**src/design/nec_irtx_pkg.sv**
```systemverilog
`timescale 1ns / 1ps
`default_nettype none

package nec_irtx_pkg;

  // Widths fixed by the request and result formats.
  localparam int ACTION_W     = 2;
  localparam int BYTE_W       = 8;
  localparam int WORD_W       = 32;
  localparam int MAX_FRAME_W  = 64;
  localparam int HALF_W       = 16;
  localparam int CYCLE_W      = 12;

  // Configuration port.
  localparam int CFG_IDX_W    = 3;
  localparam int CFG_DATA_W   = 16;

  localparam logic [CFG_IDX_W-1:0] CFG_CARRIER_HALF = 3'd0;
  localparam logic [CFG_IDX_W-1:0] CFG_LEADER_ON    = 3'd1;
  localparam logic [CFG_IDX_W-1:0] CFG_LEADER_OFF   = 3'd2;
  localparam logic [CFG_IDX_W-1:0] CFG_REPEAT_OFF   = 3'd3;
  localparam logic [CFG_IDX_W-1:0] CFG_BIT_ON       = 3'd4;
  localparam logic [CFG_IDX_W-1:0] CFG_ONE_SPACE    = 3'd5;
  localparam logic [CFG_IDX_W-1:0] CFG_ZERO_SPACE   = 3'd6;

  localparam logic [HALF_W-1:0]  RST_CARRIER_HALF = 16'd13;
  localparam logic [CYCLE_W-1:0] RST_LEADER_ON    = 12'd342;
  localparam logic [CYCLE_W-1:0] RST_LEADER_OFF   = 12'd171;
  localparam logic [CYCLE_W-1:0] RST_REPEAT_OFF   = 12'd85;
  localparam logic [CYCLE_W-1:0] RST_BIT_ON       = 12'd21;
  localparam logic [CYCLE_W-1:0] RST_ONE_SPACE    = 12'd64;
  localparam logic [CYCLE_W-1:0] RST_ZERO_SPACE   = 12'd21;

  // Request action codes.
  localparam logic [ACTION_W-1:0] ACT_TICK   = 2'd0;
  localparam logic [ACTION_W-1:0] ACT_FRAME  = 2'd1;
  localparam logic [ACTION_W-1:0] ACT_REPEAT = 2'd2;

  // Defaults for the top-level parameters.
  localparam int FRAME_BITS_DEF  = 32;
  localparam int QUEUE_DEPTH_DEF = 2;

  typedef struct packed {
    logic [ACTION_W-1:0] action;
    logic [BYTE_W-1:0]   address_byte;
    logic [BYTE_W-1:0]   command_byte;
  } in_t;

  typedef struct packed {
    logic ir_level;
    logic busy_res;
    logic done_res;
  } out_t;

  // Classified request as it sits in the queue.
  typedef struct packed {
    logic              start;
    logic              repeat_code;
    logic [WORD_W-1:0] word;
  } entry_t;

  typedef struct packed {
    logic full;
    logic empty;
  } q_stat_t;

endpackage

`default_nettype wire

```
**src/design/nec_irtx_front.sv**
```systemverilog
`timescale 1ns / 1ps
`default_nettype none

module nec_irtx_front (
  input  nec_irtx_pkg::in_t    req_i,
  output nec_irtx_pkg::entry_t entry_o
);
  import nec_irtx_pkg::*;

  // Codes other than frame and repeat are plain ticks.
  always_comb begin
    entry_o.start       = (req_i.action == ACT_FRAME) || (req_i.action == ACT_REPEAT);
    entry_o.repeat_code = (req_i.action == ACT_REPEAT);
    entry_o.word        = {~req_i.command_byte, req_i.command_byte,
                           ~req_i.address_byte, req_i.address_byte};
  end

endmodule

`default_nettype wire

```
**src/design/nec_irtx_queue.sv**
```systemverilog
`timescale 1ns / 1ps
`default_nettype none

module nec_irtx_queue #(
  parameter int DEPTH = nec_irtx_pkg::QUEUE_DEPTH_DEF
) (
  input  logic                  clk,
  input  logic                  rst_n,
  input  logic                  push_i,
  input  nec_irtx_pkg::entry_t  push_data_i,
  input  logic                  pop_i,
  output nec_irtx_pkg::entry_t  pop_data_o,
  output nec_irtx_pkg::q_stat_t stat_o
);
  import nec_irtx_pkg::*;

  localparam int PTR_W = (DEPTH > 1) ? $clog2(DEPTH) : 1;
  localparam int CNT_W = $clog2(DEPTH + 1);

  entry_t           slot_r [DEPTH];
  logic [PTR_W-1:0] wr_ptr_r, wr_ptr_nxt;
  logic [PTR_W-1:0] rd_ptr_r, rd_ptr_nxt;
  logic [CNT_W-1:0] count_r, count_nxt;
  logic             do_push, do_pop;

  assign stat_o.full  = (count_r == CNT_W'(DEPTH));
  assign stat_o.empty = (count_r == '0);
  assign do_push      = push_i && !stat_o.full;
  assign do_pop       = pop_i && !stat_o.empty;
  assign pop_data_o   = slot_r[rd_ptr_r];

  always_comb begin
    wr_ptr_nxt = wr_ptr_r;
    rd_ptr_nxt = rd_ptr_r;
    count_nxt  = count_r;
    if (do_push) begin
      wr_ptr_nxt = (wr_ptr_r == PTR_W'(DEPTH - 1)) ? '0 : wr_ptr_r + 1'b1;
    end
    if (do_pop) begin
      rd_ptr_nxt = (rd_ptr_r == PTR_W'(DEPTH - 1)) ? '0 : rd_ptr_r + 1'b1;
    end
    if (do_push && !do_pop) begin
      count_nxt = count_r + 1'b1;
    end else if (do_pop && !do_push) begin
      count_nxt = count_r - 1'b1;
    end
  end

  always_ff @(posedge clk) begin
    if (!rst_n) begin
      wr_ptr_r <= '0;
      rd_ptr_r <= '0;
      count_r  <= '0;
    end else begin
      wr_ptr_r <= wr_ptr_nxt;
      rd_ptr_r <= rd_ptr_nxt;
      count_r  <= count_nxt;
    end
  end

  always_ff @(posedge clk) begin
    if (do_push) begin
      slot_r[wr_ptr_r] <= push_data_i;
    end
  end

endmodule

`default_nettype wire

```
**src/design/nec_irtx_back.sv**
```systemverilog
`timescale 1ns / 1ps
`default_nettype none

module nec_irtx_back #(
  parameter int FRAME_BITS = nec_irtx_pkg::FRAME_BITS_DEF
) (
  input  logic                                 clk,
  input  logic                                 rst_n,
  input  logic                                 cfg_we,
  input  logic [nec_irtx_pkg::CFG_IDX_W-1:0]   cfg_index,
  input  logic [nec_irtx_pkg::CFG_DATA_W-1:0]  cfg_wdata,
  input  nec_irtx_pkg::entry_t                 entry_i,
  input  nec_irtx_pkg::q_stat_t                q_stat_i,
  output logic                                 pop_o,
  output logic                                 out_valid_o,
  input  logic                                 out_ready_i,
  output nec_irtx_pkg::out_t                   out_data_o
);
  import nec_irtx_pkg::*;

  localparam int BC_W = $clog2(FRAME_BITS);

  localparam logic [2:0] SEG_IDLE     = 3'd0;
  localparam logic [2:0] SEG_LEAD_ON  = 3'd1;
  localparam logic [2:0] SEG_LEAD_OFF = 3'd2;
  localparam logic [2:0] SEG_BIT_ON   = 3'd3;
  localparam logic [2:0] SEG_BIT_OFF  = 3'd4;
  localparam logic [2:0] SEG_REP_OFF  = 3'd5;
  localparam logic [2:0] SEG_END_ON   = 3'd6;

  // Configuration registers.
  logic [HALF_W-1:0]  half_r;
  logic [CYCLE_W-1:0] lead_on_r, lead_off_r, rep_off_r, bit_on_r, one_sp_r, zero_sp_r;

  // Waveform state.
  logic [2:0]            seg_r, seg_nxt;
  logic [BC_W-1:0]       bc_r, bc_nxt;
  logic [FRAME_BITS-1:0] fs_r, fs_nxt;
  logic [CYCLE_W-1:0]    cc_r, cc_nxt;
  logic [HALF_W-1:0]     hp_r, hp_nxt;
  logic                  ph_r, ph_nxt;
  logic                  rm_r, rm_nxt;

  logic                  out_valid_r;
  out_t                  out_data_r, out_data_nxt;

  logic [MAX_FRAME_W-1:0] word_ext;

  assign word_ext    = {{(MAX_FRAME_W - WORD_W){1'b0}}, entry_i.word};
  assign pop_o       = !q_stat_i.empty && (!out_valid_r || out_ready_i);
  assign out_valid_o = out_valid_r;
  assign out_data_o  = out_data_r;

  always_comb begin
    logic [CYCLE_W-1:0] seg_len;
    logic               burst;

    seg_nxt      = seg_r;
    bc_nxt       = bc_r;
    fs_nxt       = fs_r;
    cc_nxt       = cc_r;
    hp_nxt       = hp_r;
    ph_nxt       = ph_r;
    rm_nxt       = rm_r;
    out_data_nxt = '0;
    seg_len      = bit_on_r;
    burst        = 1'b0;

    if (pop_o) begin
      // A start request only counts while nothing is being sent.
      if (seg_r == SEG_IDLE && entry_i.start) begin
        seg_nxt = SEG_LEAD_ON;
        rm_nxt  = entry_i.repeat_code;
        fs_nxt  = word_ext[FRAME_BITS-1:0];
        bc_nxt  = '0;
        cc_nxt  = '0;
        hp_nxt  = '0;
        ph_nxt  = 1'b0;
      end

      if (seg_nxt != SEG_IDLE) begin
        burst = seg_nxt inside {SEG_LEAD_ON, SEG_BIT_ON, SEG_END_ON};
        out_data_nxt.busy_res = 1'b1;
        out_data_nxt.ir_level = burst && !ph_nxt;

        case (seg_nxt)
          SEG_LEAD_ON:  seg_len = lead_on_r;
          SEG_LEAD_OFF: seg_len = lead_off_r;
          SEG_REP_OFF:  seg_len = rep_off_r;
          SEG_BIT_OFF:  seg_len = fs_nxt[0] ? one_sp_r : zero_sp_r;
          default:      seg_len = bit_on_r;
        endcase

        if ({1'b0, hp_nxt} + 17'd1 >= {1'b0, half_r}) begin
          hp_nxt = '0;
          if (!ph_nxt) begin
            ph_nxt = 1'b1;
          end else begin
            ph_nxt = 1'b0;
            if ({1'b0, cc_nxt} + 13'd1 >= {1'b0, seg_len}) begin
              cc_nxt = '0;
              case (seg_nxt)
                SEG_LEAD_ON:  seg_nxt = rm_nxt ? SEG_REP_OFF : SEG_LEAD_OFF;
                SEG_LEAD_OFF: seg_nxt = SEG_BIT_ON;
                SEG_BIT_ON:   seg_nxt = SEG_BIT_OFF;
                SEG_BIT_OFF: begin
                  fs_nxt = fs_nxt >> 1;
                  if (bc_nxt == BC_W'(FRAME_BITS - 1)) begin
                    bc_nxt  = '0;
                    seg_nxt = SEG_END_ON;
                  end else begin
                    bc_nxt  = bc_nxt + 1'b1;
                    seg_nxt = SEG_BIT_ON;
                  end
                end
                SEG_REP_OFF:  seg_nxt = SEG_END_ON;
                default: begin
                  seg_nxt = SEG_IDLE;
                  out_data_nxt.done_res = 1'b1;
                end
              endcase
            end else begin
              cc_nxt = cc_nxt + 1'b1;
            end
          end
        end else begin
          hp_nxt = hp_nxt + 1'b1;
        end
      end
    end
  end

  always_ff @(posedge clk) begin
    if (!rst_n) begin
      half_r      <= RST_CARRIER_HALF;
      lead_on_r   <= RST_LEADER_ON;
      lead_off_r  <= RST_LEADER_OFF;
      rep_off_r   <= RST_REPEAT_OFF;
      bit_on_r    <= RST_BIT_ON;
      one_sp_r    <= RST_ONE_SPACE;
      zero_sp_r   <= RST_ZERO_SPACE;
      seg_r       <= SEG_IDLE;
      bc_r        <= '0;
      fs_r        <= '0;
      cc_r        <= '0;
      hp_r        <= '0;
      ph_r        <= 1'b0;
      rm_r        <= 1'b0;
      out_valid_r <= 1'b0;
    end else begin
      if (cfg_we) begin
        case (cfg_index)
          CFG_CARRIER_HALF: half_r     <= cfg_wdata;
          CFG_LEADER_ON:    lead_on_r  <= cfg_wdata[CYCLE_W-1:0];
          CFG_LEADER_OFF:   lead_off_r <= cfg_wdata[CYCLE_W-1:0];
          CFG_REPEAT_OFF:   rep_off_r  <= cfg_wdata[CYCLE_W-1:0];
          CFG_BIT_ON:       bit_on_r   <= cfg_wdata[CYCLE_W-1:0];
          CFG_ONE_SPACE:    one_sp_r   <= cfg_wdata[CYCLE_W-1:0];
          CFG_ZERO_SPACE:   zero_sp_r  <= cfg_wdata[CYCLE_W-1:0];
          default: ;
        endcase
      end
      seg_r <= seg_nxt;
      bc_r  <= bc_nxt;
      fs_r  <= fs_nxt;
      cc_r  <= cc_nxt;
      hp_r  <= hp_nxt;
      ph_r  <= ph_nxt;
      rm_r  <= rm_nxt;
      if (pop_o) begin
        out_valid_r <= 1'b1;
      end else if (out_ready_i) begin
        out_valid_r <= 1'b0;
      end
    end
  end

  always_ff @(posedge clk) begin
    if (pop_o) begin
      out_data_r <= out_data_nxt;
    end
  end

endmodule

`default_nettype wire

```
**src/design/nec_ir_frame_transmitter_top.sv**
```systemverilog
// NEC infrared remote transmitter. Every request on the in_ channel is one
// sample tick of the output waveform; every tick yields exactly one result
// on the out_ channel carrying the IR level, a busy flag and a done flag.
// A request with action "frame" sent while idle starts a leader burst, a
// leader space, FRAME_BITS data bits (address, inverted address, command,
// inverted command, LSB first) and a closing burst. Action "repeat" sends a
// leader burst, a repeat space and the closing burst. Requests that start a
// transmission while one is running are treated as plain ticks.
// The front end classifies each request and pushes it into a short queue;
// the waveform engine pops one entry per cycle into the output register
// while that register is empty or being read by the receiver. An accepted
// request is first written into the queue; the engine then pops it and
// registers its result, which raises out_valid. Throughput is one request
// per cycle as long as the receiver keeps taking results.
// When the receiver stalls, the result holds in the output register, the
// queue fills and in_ready drops once the queue is full.
// Synchronous reset empties the queue and clears out_valid, returns the
// engine to idle and loads the default timing registers. Configuration
// writes on cfg_ take effect at the next edge and belong to idle periods.
`timescale 1ns / 1ps
`default_nettype none

module nec_ir_frame_transmitter_top #(
  parameter int FRAME_BITS  = nec_irtx_pkg::FRAME_BITS_DEF,
  parameter int QUEUE_DEPTH = nec_irtx_pkg::QUEUE_DEPTH_DEF
) (
  input  logic                                clk,
  input  logic                                rst_n,
  input  logic                                in_valid,
  output logic                                in_ready,
  input  nec_irtx_pkg::in_t                   in_data,
  output logic                                out_valid,
  input  logic                                out_ready,
  output nec_irtx_pkg::out_t                  out_data,
  input  logic                                cfg_we,
  input  logic [nec_irtx_pkg::CFG_IDX_W-1:0]  cfg_index,
  input  logic [nec_irtx_pkg::CFG_DATA_W-1:0] cfg_wdata
);
  import nec_irtx_pkg::*;

  entry_t  front_entry;
  entry_t  queue_entry;
  q_stat_t q_stat;
  logic    pop;

  // The queue accepts a request whenever it has room.
  assign in_ready = !q_stat.full;

  nec_irtx_front u_front (
    .req_i   (in_data),
    .entry_o (front_entry)
  );

  nec_irtx_queue #(
    .DEPTH (QUEUE_DEPTH)
  ) u_queue (
    .clk         (clk),
    .rst_n       (rst_n),
    .push_i      (in_valid),
    .push_data_i (front_entry),
    .pop_i       (pop),
    .pop_data_o  (queue_entry),
    .stat_o      (q_stat)
  );

  nec_irtx_back #(
    .FRAME_BITS (FRAME_BITS)
  ) u_back (
    .clk         (clk),
    .rst_n       (rst_n),
    .cfg_we      (cfg_we),
    .cfg_index   (cfg_index),
    .cfg_wdata   (cfg_wdata),
    .entry_i     (queue_entry),
    .q_stat_i    (q_stat),
    .pop_o       (pop),
    .out_valid_o (out_valid),
    .out_ready_i (out_ready),
    .out_data_o  (out_data)
  );

  // The engine only pops from a queue that holds something.
  a_pop_nonempty: assert property (@(posedge clk) disable iff (!rst_n)
    pop |-> !q_stat.empty)
    else $error("engine popped an empty queue");

  // The queue can never report full and empty together.
  a_queue_status: assert property (@(posedge clk) disable iff (!rst_n)
    !(q_stat.full && q_stat.empty))
    else $error("queue status inconsistent");

  // Done and a high IR level only happen inside a transmission.
  a_done_busy: assert property (@(posedge clk) disable iff (!rst_n)
    out_valid && (out_data.done_res || out_data.ir_level) |-> out_data.busy_res)
    else $error("done or IR level without busy");

  // No result is pending right after reset.
  a_reset_empty: assert property (@(posedge clk)
    $past(!rst_n) |-> !out_valid)
    else $error("result pending after reset");

endmodule

`default_nettype wire
```
**config.mk**
```make
export PLATFORM = sky130hd
export DESIGN_NAME = nec_ir_frame_transmitter_top
export DESIGN_NICKNAME = d
export VERILOG_FILES = /design/src/design/nec_irtx_pkg.sv /design/src/design/nec_irtx_front.sv /design/src/design/nec_irtx_queue.sv /design/src/design/nec_irtx_back.sv /design/src/design/nec_ir_frame_transmitter_top.sv
export SDC_FILE = /design/constraint.sdc
export NUM_CORES = 1
export LEC_CHECK = 0
export BUFFER_PORTS_ARGS = -buffer_cell sky130_fd_sc_hd__buf_2
export CAP_MARGIN = 20
export CORE_MARGIN = 2
export CORE_UTILIZATION = 50
export DETAILED_ROUTE_END_ITERATION = 10
export PLACE_DENSITY = 0.63
export SYNTH_ARGS = -nofsm -noshare
export SYNTH_HDL_FRONTEND = slang
export SYNTH_HIERARCHICAL = 1
export SYNTH_SLANG_ARGS = --single-unit
```
**constraint.sdc**
```tcl
create_clock -name clk -period 10.14 [get_ports clk]
set_input_delay 0.507 -clock clk [delete_from_list [all_inputs] [get_ports clk]]
set_output_delay 0.507 -clock clk [all_outputs]
set_load 0.05 [all_outputs]
```
==> results of run 1 <==
[stage by stage]
step / setup slack, ns / total power, mW
after global routing: 4.584 / 2.803
after floorplan: 5.344 / 1.605
after global placement: 4.966 / 1.767
final: 4.916 / 2.671
after detailed placement: 4.920 / 1.776
after CTS: 4.900 / 2.690
[flip-flops by register name, indices dropped and copies added, names as in the netlist, 16 cells and up, named ones only]
signal and cells:
u_back/hp_r 16, u_back/fs_r 32, u_queue/slot_r 68, u_back/half_r 16
[routing by layer]
layer / up-vias / part of all wire [%] / GRT usage (%)
met5: - / 0 / 0
met4: 0 / 1.8 / 5.563
met3: 37 / 5.5 / 3.579
met2: 194 / 46 / 36.71
met1: 4206 / 47 / 30.67
li1: 4446 / - / -
[layout make-up]
cell class / count / area (µm²)
Multi-Input combinational cell: 926 / 5229
Timing Repair Buffer: 61 / 369.1
Tap cell: 280 / 350.3
Clock buffer: 42 / 813.3
Clock inverter: 4 / 20.02
Inverter: 44 / 165.2
Fill cell: 1991 / 9597
Sequential cell: 235 / 5415
[final timing paths]
path / start / to / slack [ns] / depth (start not counted)
max: flip-flop / u_back/bc_r[2]$_SDFFE_PN0P_ / 4.92 / 19
min: in_data[2] / u_queue/slot_r[0][18]$_DFFE_PP_ / 0.19 / 1
max reg2reg: flip-flop / u_back/bc_r[2]$_SDFFE_PN0P_ / 4.92 / 19
min reg2reg: u_back/fs_r[24]$_SDFFE_PN0P_ / u_back/fs_r[24]$_SDFFE_PN0P_ / 0.45 / 2
[synth_stat cells, drive strengths merged, types with 14 or more instances]
master  instances  area share, %
ha             34            3.8
o21ai          18           0.80
inv            44            1.5
nor2           53            1.8
nand2         376             13
nand4          18            1.1
dfxtp         164             29
nand3          82            3.7
edfxtp         71             19
xor2           17            1.3
buf            32            2.0
a21oi         131            5.8
mux2           46            4.6
and2           14           0.78
clkbuf         62            2.1
[report_power, final]
group          internal (mW)  switching (mW)  total [mW]
sequential              1.08          0.0446        1.12
clock                  0.544           0.364       0.908
combinational          0.219           0.423       0.643
total                   1.84           0.832        2.67
[cell families after synthesis]
logic type                 Yosys count  synth area share, %
xor gates and xnor gates            25                1.947
AOI/OAI and AO/OA                  213                11.54
buffers and inverters              138                5.497
DFF                                235                48.16
adders and majority gates           34                3.783
muxes                               53                5.263
and+or+nand+nor                    601                23.81
==> PnR_summary.wiki, run 1 <==
{| class="wikitable"
! Metric !! Value
|-
| Total routing usage reported by global routing || 22.25%
|-
| Maximum net fanout on the critical path || 45
|-
| Commonest non-fill, non-tap cell in the layout || sky130_fd_sc_hd__nand2_1
|-
| Async SR Flop Fraction || 0%
|-
| Final instance count without filler cells || about 1600
|-
| Diode insertion count for antenna repair || 0
|-
| Final-report max-slew violation count || 0
|-
| DR iter-0 viols || 820
|-
| Number of design rule violations left after detail routing || 0
|-
| Horizontal die dimension || 154.0 µm
|-
| Top FF cell, synth || sky130_fd_sc_hd__dfxtp_1
|-
| Cell with the biggest individual delay on the critical path || sky130_fd_sc_hd__mux2_2
|-
| Initial DRT Pass Iterations || 5
|-
| Crit path DAT || about 5.7 ns
|-
| Worst path required time || 10.58 ns
|-
| Net count, final || 1370
|-
| Total number of vias || between 8000 and 9000
|-
| Sequential fraction of the synthesis area || 48.16%
|-
| Power per Cell Area || 216.1 mW/mm²
|-
| Worst Clk Skew || 0.01196 ns
|-
| Setup bufs post-CTS || 0
|-
| Dominant delay contributor by cell family on the critical path || simple AND/OR/NAND/NOR gates
|-
| RSZ-0062 raised after global routing || false
|-
| Commonest cells after routing, fill and taps aside || sky130_fd_sc_hd__nand2_1, sky130_fd_sc_hd__dfxtp_1, sky130_fd_sc_hd__a21oi_1
|-
| P_leak || 4.751 nW
|-
| Number of port buffers || 46
|-
| Slew HR || 28.13%
|-
| Peak clock frequency supported by timing || 191.4 MHz
|-
| Count of unique library cells instantiated by Yosys || 65
|-
| Critical path class || flip-flop to flip-flop
|-
| Cell area after synthesis || around 0.011 mm²
|-
| Fraction of final layout cells with drive strength greater than 1 || between 10 and 15%
|-
| CP cell instances || buf_4 -> mux2_2 -> or4b_1 -> buf_4 -> and2_1 -> ha_1 -> and4_4 -> nand4_1 -> xor2_1 -> nor2_1 -> ha_1 -> o21a_1 -> o21ai_1 -> or2_2 -> o2111ai_4 -> nand4_1 -> buf_4 -> or4_1 -> a31oi_1
|-
| Number of standard cells after synthesis || between 1000 and 1500
|-
| Max Buffers Root-to-Sink || 3
|-
| Htree depth || 1
|-
| Sinks on the clock net || 235
|-
| Average routed wire per standard cell || 16.57 µm
|-
| Tcrit/Tclk final || about half
|-
| Number of warnings reported in the yosys synthesis log || 6
|-
| RD Place Congestion || 0.8054
|-
| Critical path capture point type || flip-flop
|-
| Number of buffers created by CTS || 26
|-
| Clock transition at path regs || ~0.060 ns
|-
| Number of global-route vias before repair || 8397
|-
| Mean post-synth cell area || 8.656 µm²
|-
| Total negative slack for setup checks || 0 ns
|-
| Die Ht || about 150 µm
|-
| Crit path top cell by count || sky130_fd_sc_hd__buf_4
|-
| Latest clock arrival within the worst-skew pair || 0.53 ns
|-
| Run status || finished clean
|-
| Net count of the mapped netlist || roughly 1400
|-
| Starting Density || 51.21%
|-
| Number of enable flip-flop cells after synthesis || 71
|-
| First-pass GRT wire length || about 43000 µm
|-
| Largest stage delay, worst path || 0.44 ns
|-
| Placed cell areas || 0.01149 mm²
|-
| Slew @ Worst Pin || 1.074 ns
|-
| Total grt overflow || 0
|-
| Post-synthesis to final-layout area growth || 9.937%
|-
| Flip-flop and latch count after synthesis || 235
|-
| Final Setup Violations || 0
|-
| Pin count of the biggest net entering global routing || 64
|-
| Antenna Nets Post-Route || 0
|-
| Number of antenna violations at the first check in global routing || 0
|-
| Detail-routed via count per cell || 5.580
|-
| Worst Path Buf+Inv || 3
|-
| Hold Path Class || primary input to flip-flop
|-
| Final Hold Viols || 0
|-
| Number of rows created at floorplan || between 50 and 60
|-
| Post-Route Hold Slack || 0.1864 ns
|-
| Cell chosen for the clock root || sky130_fd_sc_hd__clkbuf_16
|-
| Die footprint || 0.02371 mm²
|-
| Final critical path time including I/O delays and setup || roughly 5.2 ns
|-
| Number of cells in the design after placement || 1544
|-
| CTS hold repair buffers || 0
|-
| Core Box Area || 0.02196 mm²
|-
| Post-route cell area || around 0.012 mm²
|-
| Post-CTS Resized || 0
|-
| Number of I/O pins || 47
|-
| Nature of the critical path startpoint || flip-flop
|-
| TritonCTS clock tree || yes
|-
| Placed wire-length estimate || 16950 µm
|-
| Final core utilization || 56.30%
|-
| Total wire length after detailed routing || between 20000 and 30000 µm
|-
| Worst-case vdd ir drop || 178.5 µV
|-
| Number of max-cap violations || 0
|}
(Power assumes the default switching activity.)
==> inputs of run 2 (changes only) <==
--- a/config.mk
+++ b/config.mk
@@ -5,12 +5,13 @@
 export SDC_FILE = /design/constraint.sdc
 export NUM_CORES = 1
 export LEC_CHECK = 0
+export ABC_AREA = 1
 export BUFFER_PORTS_ARGS = -buffer_cell sky130_fd_sc_hd__buf_2
 export CAP_MARGIN = 20
 export CORE_MARGIN = 2
 export CORE_UTILIZATION = 50
 export DETAILED_ROUTE_END_ITERATION = 10
-export PLACE_DENSITY = 0.63
+export PLACE_DENSITY = 0.65
 export SYNTH_ARGS = -nofsm -noshare
 export SYNTH_HDL_FRONTEND = slang
 export SYNTH_HIERARCHICAL = 1
==> constraint.sdc (replaced) <==
create_clock -name clk -period 4.3 [get_ports clk]
set_input_delay 0.215 -clock clk [delete_from_list [all_inputs] [get_ports clk]]
set_output_delay 0.215 -clock clk [all_outputs]
set_load 0.05 [all_outputs]
==> PnR_summary.wiki, run 2 <==
{| class="wikitable"
! Metric !! Value
|-
| Run status || finished clean
|-
| Most used standard cell by instance count after synthesis || sky130_fd_sc_hd__nand2_1
|-
| RD Place Congestion || 0.8823 (+9.5%)
|-
| Flip-flop and latch count after synthesis || 235 (unchanged)
|-
| Net count of the mapped netlist || 1658 (+21%)
|-
| Total grt overflow || 0 (unchanged)
|-
| Die Ht || 161.7 µm (+5.0%)
|-
| Placed wire-length estimate || 21160 µm (+25%)
|-
| Synthesized-area fraction occupied by xor and xnor cells || 1.550% (-0.40 points)
|-
| Core Box Area || 0.02439 mm² (+11%)
|-
| Top post-synthesis cells by count || sky130_fd_sc_hd__nand2_1, sky130_fd_sc_hd__nor2_1, sky130_fd_sc_hd__dfxtp_1
|-
| Number of design rule violations left after detail routing || 0 (unchanged)
|-
| Number of standard cells after synthesis || 1582 (+22%)
|-
| Sinks on the clock net || 235 (unchanged)
|-
| GRT met2 Usage || 40.46% (+3.8 points)
|-
| Number of antenna violations at the first check in global routing || 0 (unchanged)
|-
| Combinational family with the most area after synthesis || simple AND/OR/NAND/NOR gates
|-
| Fraction of final layout cells with drive strength greater than 1 || 13.18% (+0.75 points)
|-
| Met1 GRT Util || 33.57% (+2.9 points)
|-
| Mean post-synth cell area || 7.856 µm² (-9.2%)
|-
| Multiplexer fraction of the synthesized cell area || 5.759% (+0.50 points)
|-
| Cell chosen for the clock root || sky130_fd_sc_hd__clkbuf_16
|-
| Critical path capture point type || flip-flop
|-
| GR Layer Usage met3 || 3.575% (-0.0044 points)
|-
| R2R Setup Slk || 0.29 ns (-4.62 ns)
|-
| Final critical path time including I/O delays and setup || 4.008 ns (-1.216 ns)
|-
| Critical path class || flip-flop to flip-flop
|-
| Number of port buffers || 46 (unchanged)
|-
| Arithmetic-cell share of the synthesized area counting full adders, half adders and majority gates || 3.423% (-0.36 points)
|-
| Final Setup Violations || 0 (unchanged)
|-
| Starting Density || 50.95% (-0.25 points)
|-
| Nature of the critical path startpoint || flip-flop
|-
| Maximum net fanout on the critical path || 13 (-71%)
|-
| Commonest non-fill, non-tap cell in the layout || sky130_fd_sc_hd__nand2_1
|-
| Cell area after synthesis || 0.01243 mm² (+11%)
|-
| Hold Path Class || primary input to flip-flop
|-
| P_leak || 5.978 nW (+26%)
|-
| Number of max-cap violations || 0 (unchanged)
|-
| Number of I/O pins || 47 (unchanged)
|-
| Final instance count without filler cells || 1963 (+23%)
|-
| Commonest cells after routing, fill and taps aside || sky130_fd_sc_hd__nand2_1, sky130_fd_sc_hd__nor2_1, sky130_fd_sc_hd__dfxtp_1
|-
| Number of rows created at floorplan || 57 (+5.6%)
|-
| Pin count of the biggest net entering global routing || 100 (+56%)
|-
| Number of flip-flops under the largest register name || 68 (unchanged)
|-
| Number of enable flip-flop cells after synthesis || 71 (unchanged)
|-
| Final Hold Viols || 0 (unchanged)
|-
| # fillers || 2256 (+13%)
|-
| Count of unique library cells instantiated by Yosys || 49 (-25%)
|-
| Slew @ Worst Pin || 1.035 ns (-0.03945 ns)
|-
| Top FF cell, synth || sky130_fd_sc_hd__dfxtp_1
|-
| Net count, final || 1695 (+24%)
|-
| Total negative slack for setup checks || 0 ns (unchanged)
|-
| Number of global-route vias before repair || 10110 (+20%)
|-
| Register containing the most flip-flops in the final layout || u_queue/slot_r
|-
| Sequential fraction of the synthesis area || 43.57% (-4.6 points)
|-
| First-pass GRT wire length || 52180 µm (+21%)
|-
| Detail-routed via count per cell || 5.506 (-1.3%)
|-
| Most used routing layer in global routing || met2
|-
| Leading area contributor after synthesis || sky130_fd_sc_hd__dfxtp_1
|-
| Async SR Flop Fraction || 0% (unchanged)
|-
| Number of warnings reported in the yosys synthesis log || 6 (unchanged)
|-
| Slew HR || 30.77% (+2.6 points)
|-
| Tcrit/Tclk final || 93.21% (+42 points)
|-
| Largest registers || u_queue/slot_r (68), u_back/fs_r (32)
|-
| Clock transition at path regs || 0.06 ns (about the same)
|-
| Total wire length after detailed routing || 32160 µm (+22%)
|-
| Latest clock arrival within the worst-skew pair || 0.53 ns (about the same)
|-
| Worst path required time || 4.71 ns (-5.87 ns)
|-
| Peak clock frequency supported by timing || 249.5 MHz (+30%)
|-
| Number of cells in the design after placement || 1886 (+22%)
|-
| Horizontal die dimension || 161.7 µm (+5.0%)
|-
| Number of buffers created by CTS || 26 (unchanged)
|-
| End point of the critical path || u_back/cc_r[10]$_SDFFE_PN0P_
|-
| Total number of vias || 10810 (+22%)
|-
| Startpoint of the worst hold path || cfg_wdata[0]
|-
| Antenna Nets Post-Route || 0 (unchanged)
|-
| Worst-case vdd ir drop || 554.1 µV (+210%)
|-
| Total routing usage reported by global routing || 24.54% (+2.3 points)
|-
| Final-report max-slew violation count || 0 (unchanged)
|-
| Max Buffers Root-to-Sink || 3 (unchanged)
|-
| Diode insertion count for antenna repair || 0 (unchanged)
|-
| Number of cells on the worst reg-to-reg path || 25 (+6)
|-
| Initial DRT Pass Iterations || 6 (+1)
|-
| Yosys top cell area share || 26.42% (-2.8 points)
|-
| Post-synthesis to final-layout area growth || 12.88%
|-
| Placed cell areas || 0.01280 mm² (+11%)
|-
| Htree depth || 1 (unchanged)
|-
| Largest cells by area after synthesis || sky130_fd_sc_hd__dfxtp_1, sky130_fd_sc_hd__edfxtp_1, sky130_fd_sc_hd__nand2_1, sky130_fd_sc_hd__o21ai_0, sky130_fd_sc_hd__nor2_1
|-
| Crit Reg-Reg Endpoint || u_back/cc_r[10]$_SDFFE_PN0P_
|-
| TritonCTS clock tree || yes
|-
| Crit path DAT || 4.42 ns (-1.25 ns)
|-
| Average routed wire per standard cell || 16.38 µm (-1.1%)
|-
| Worst Clk Skew || 0.01153 ns (-0.0004359 ns)
|-
| Post-synthesis compound-gate area fraction || 12.05% (+0.51 points)
|-
| Synth Area in Simple Gates || 24.77% (+0.95 points)
|-
| Die footprint || 0.02613 mm² (+10%)
|-
| Post-route cell area || 0.01403 mm² (+13%)
|-
| Power per Cell Area || 636.0 mW/mm² (+190%)
|-
| DR iter-0 viols || 1054 (+29%)
|}
==> run 2: cell count changes in the layout (fill, tap and decap cells not counted), sizes merged, moves of 29 or more <==
cell   delta
o21ai   +128
nor2    +150
a21oi    -31
inv     +107
nand2    -38
nand4    +29
==> run 2: worst min path at each step <==
stage | endpoint | slack (ns) | cells after the start
finish | u_back/zero_sp_r[0]$_SDFFE_PN1P_ | 0.05 | 3
global route | u_back/zero_sp_r[0]$_SDFFE_PN1P_ | 0.04 | 3
floorplan | u_queue/count_r[1]$_SDFFE_PN0P_ | 0.34 | 2
global placement | u_queue/slot_r[0][5]$_DFFE_PP_ | 0.42 | 1
detailed placement | u_queue/slot_r[1][7]$_DFFE_PP_ | 0.42 | 1
CTS | u_back/zero_sp_r[0]$_SDFFE_PN1P_ | 0.04 | 3
==> run 2: area by class of cell <==
| type | instances | area (µm²) | area share (%) |
|---|---|---|---|
| tap | 324 | 405.4 | 2.890 |
| sequential | 235 | 5416 | 38.61 |
| multi-input combinational | 1097 | 5983 | 42.65 |
| clock buffer | 38 | 777.0 | 5.539 |
| inverter | 155 | 585.6 | 4.174 |
| clock inverter | 10 | 105.1 | 0.7492 |
| timing repair buffer | 104 | 755.7 | 5.387 |
==> run 2: logic make-up (layout without fill, tap and decap cells) <==
kind of cell / count (synthesis) / in the layout
buffers and inverters: 250 / 307
AOI/OAI and AO/OA: 282 / 282
xor gates and xnor gates: 22 / 22
and+or+nand+nor: 703 / 703
DFF: 235 / 235
muxes: 56 / 56
adders and majority gates: 34 / 34
==> run 2: critical path: stages (launching register included) <==
cell	delay [ns]
sky130_fd_sc_hd__dfxtp_2	0.36
sky130_fd_sc_hd__mux2_4	0.33
sky130_fd_sc_hd__nand2_2	0.09
sky130_fd_sc_hd__nor2_4	0.10
sky130_fd_sc_hd__buf_4	0.20
sky130_fd_sc_hd__nor2_2	0.15
sky130_fd_sc_hd__nand2_1	0.13
sky130_fd_sc_hd__nor3_4	0.23
sky130_fd_sc_hd__nand3_1	0.15
sky130_fd_sc_hd__nor2_1	0.15
sky130_fd_sc_hd__xnor2_1	0.13
sky130_fd_sc_hd__inv_1	0.10
sky130_fd_sc_hd__ha_1	0.30
sky130_fd_sc_hd__nand4_1	0.16
sky130_fd_sc_hd__inv_1	0.09
sky130_fd_sc_hd__nand2_1	0.06
sky130_fd_sc_hd__nand2_1	0.05
sky130_fd_sc_hd__nand2_1	0.05
sky130_fd_sc_hd__nand2_1	0.05
sky130_fd_sc_hd__nand2_1	0.13
sky130_fd_sc_hd__nand2_8	0.19
sky130_fd_sc_hd__nand2_2	0.18
sky130_fd_sc_hd__inv_2	0.15
sky130_fd_sc_hd__nand2_2	0.13
sky130_fd_sc_hd__a21oi_1	0.17
sky130_fd_sc_hd__nor2_1	0.06
==> run 2: metrics by stage <==
stage               power, mW  util (%)  hold slack, ns  setup WS [ns]
floorplan               5.660         -          0.3363         0.3176
global placement        6.487     52.49          0.4174        0.09009
detailed placement      6.539     52.49          0.4217        0.02340
CTS                     8.823     56.97         0.04063        0.03113
global route            9.503     57.52         0.03569      -0.006651
finish                  8.923     57.52         0.05298         0.2919
==> run 2: per-layer routing <==
layer	wire length (µm)	share of wire, %
met1	14040	44
met4	777	2.4
met5	0	0
met2	15060	47
met3	2282	7.1
==> run 2: repair_timing <==
item | CTS | global route
endpoints found under the setup margin | 0 | 57
gates resized for setup | 0 | 15
endpoints found under the hold margin | 69 | 0
setup buffers | 0 | 8
hold buffers | 21 | 0
==> run 2: report_power, final <==
group	internal [mW]	total, mW	switching [mW]
Clock	1.37	2.26	0.894
Sequential	2.68	2.88	0.198
Combinational	1.29	3.78	2.50
Total	5.33	8.92	3.59
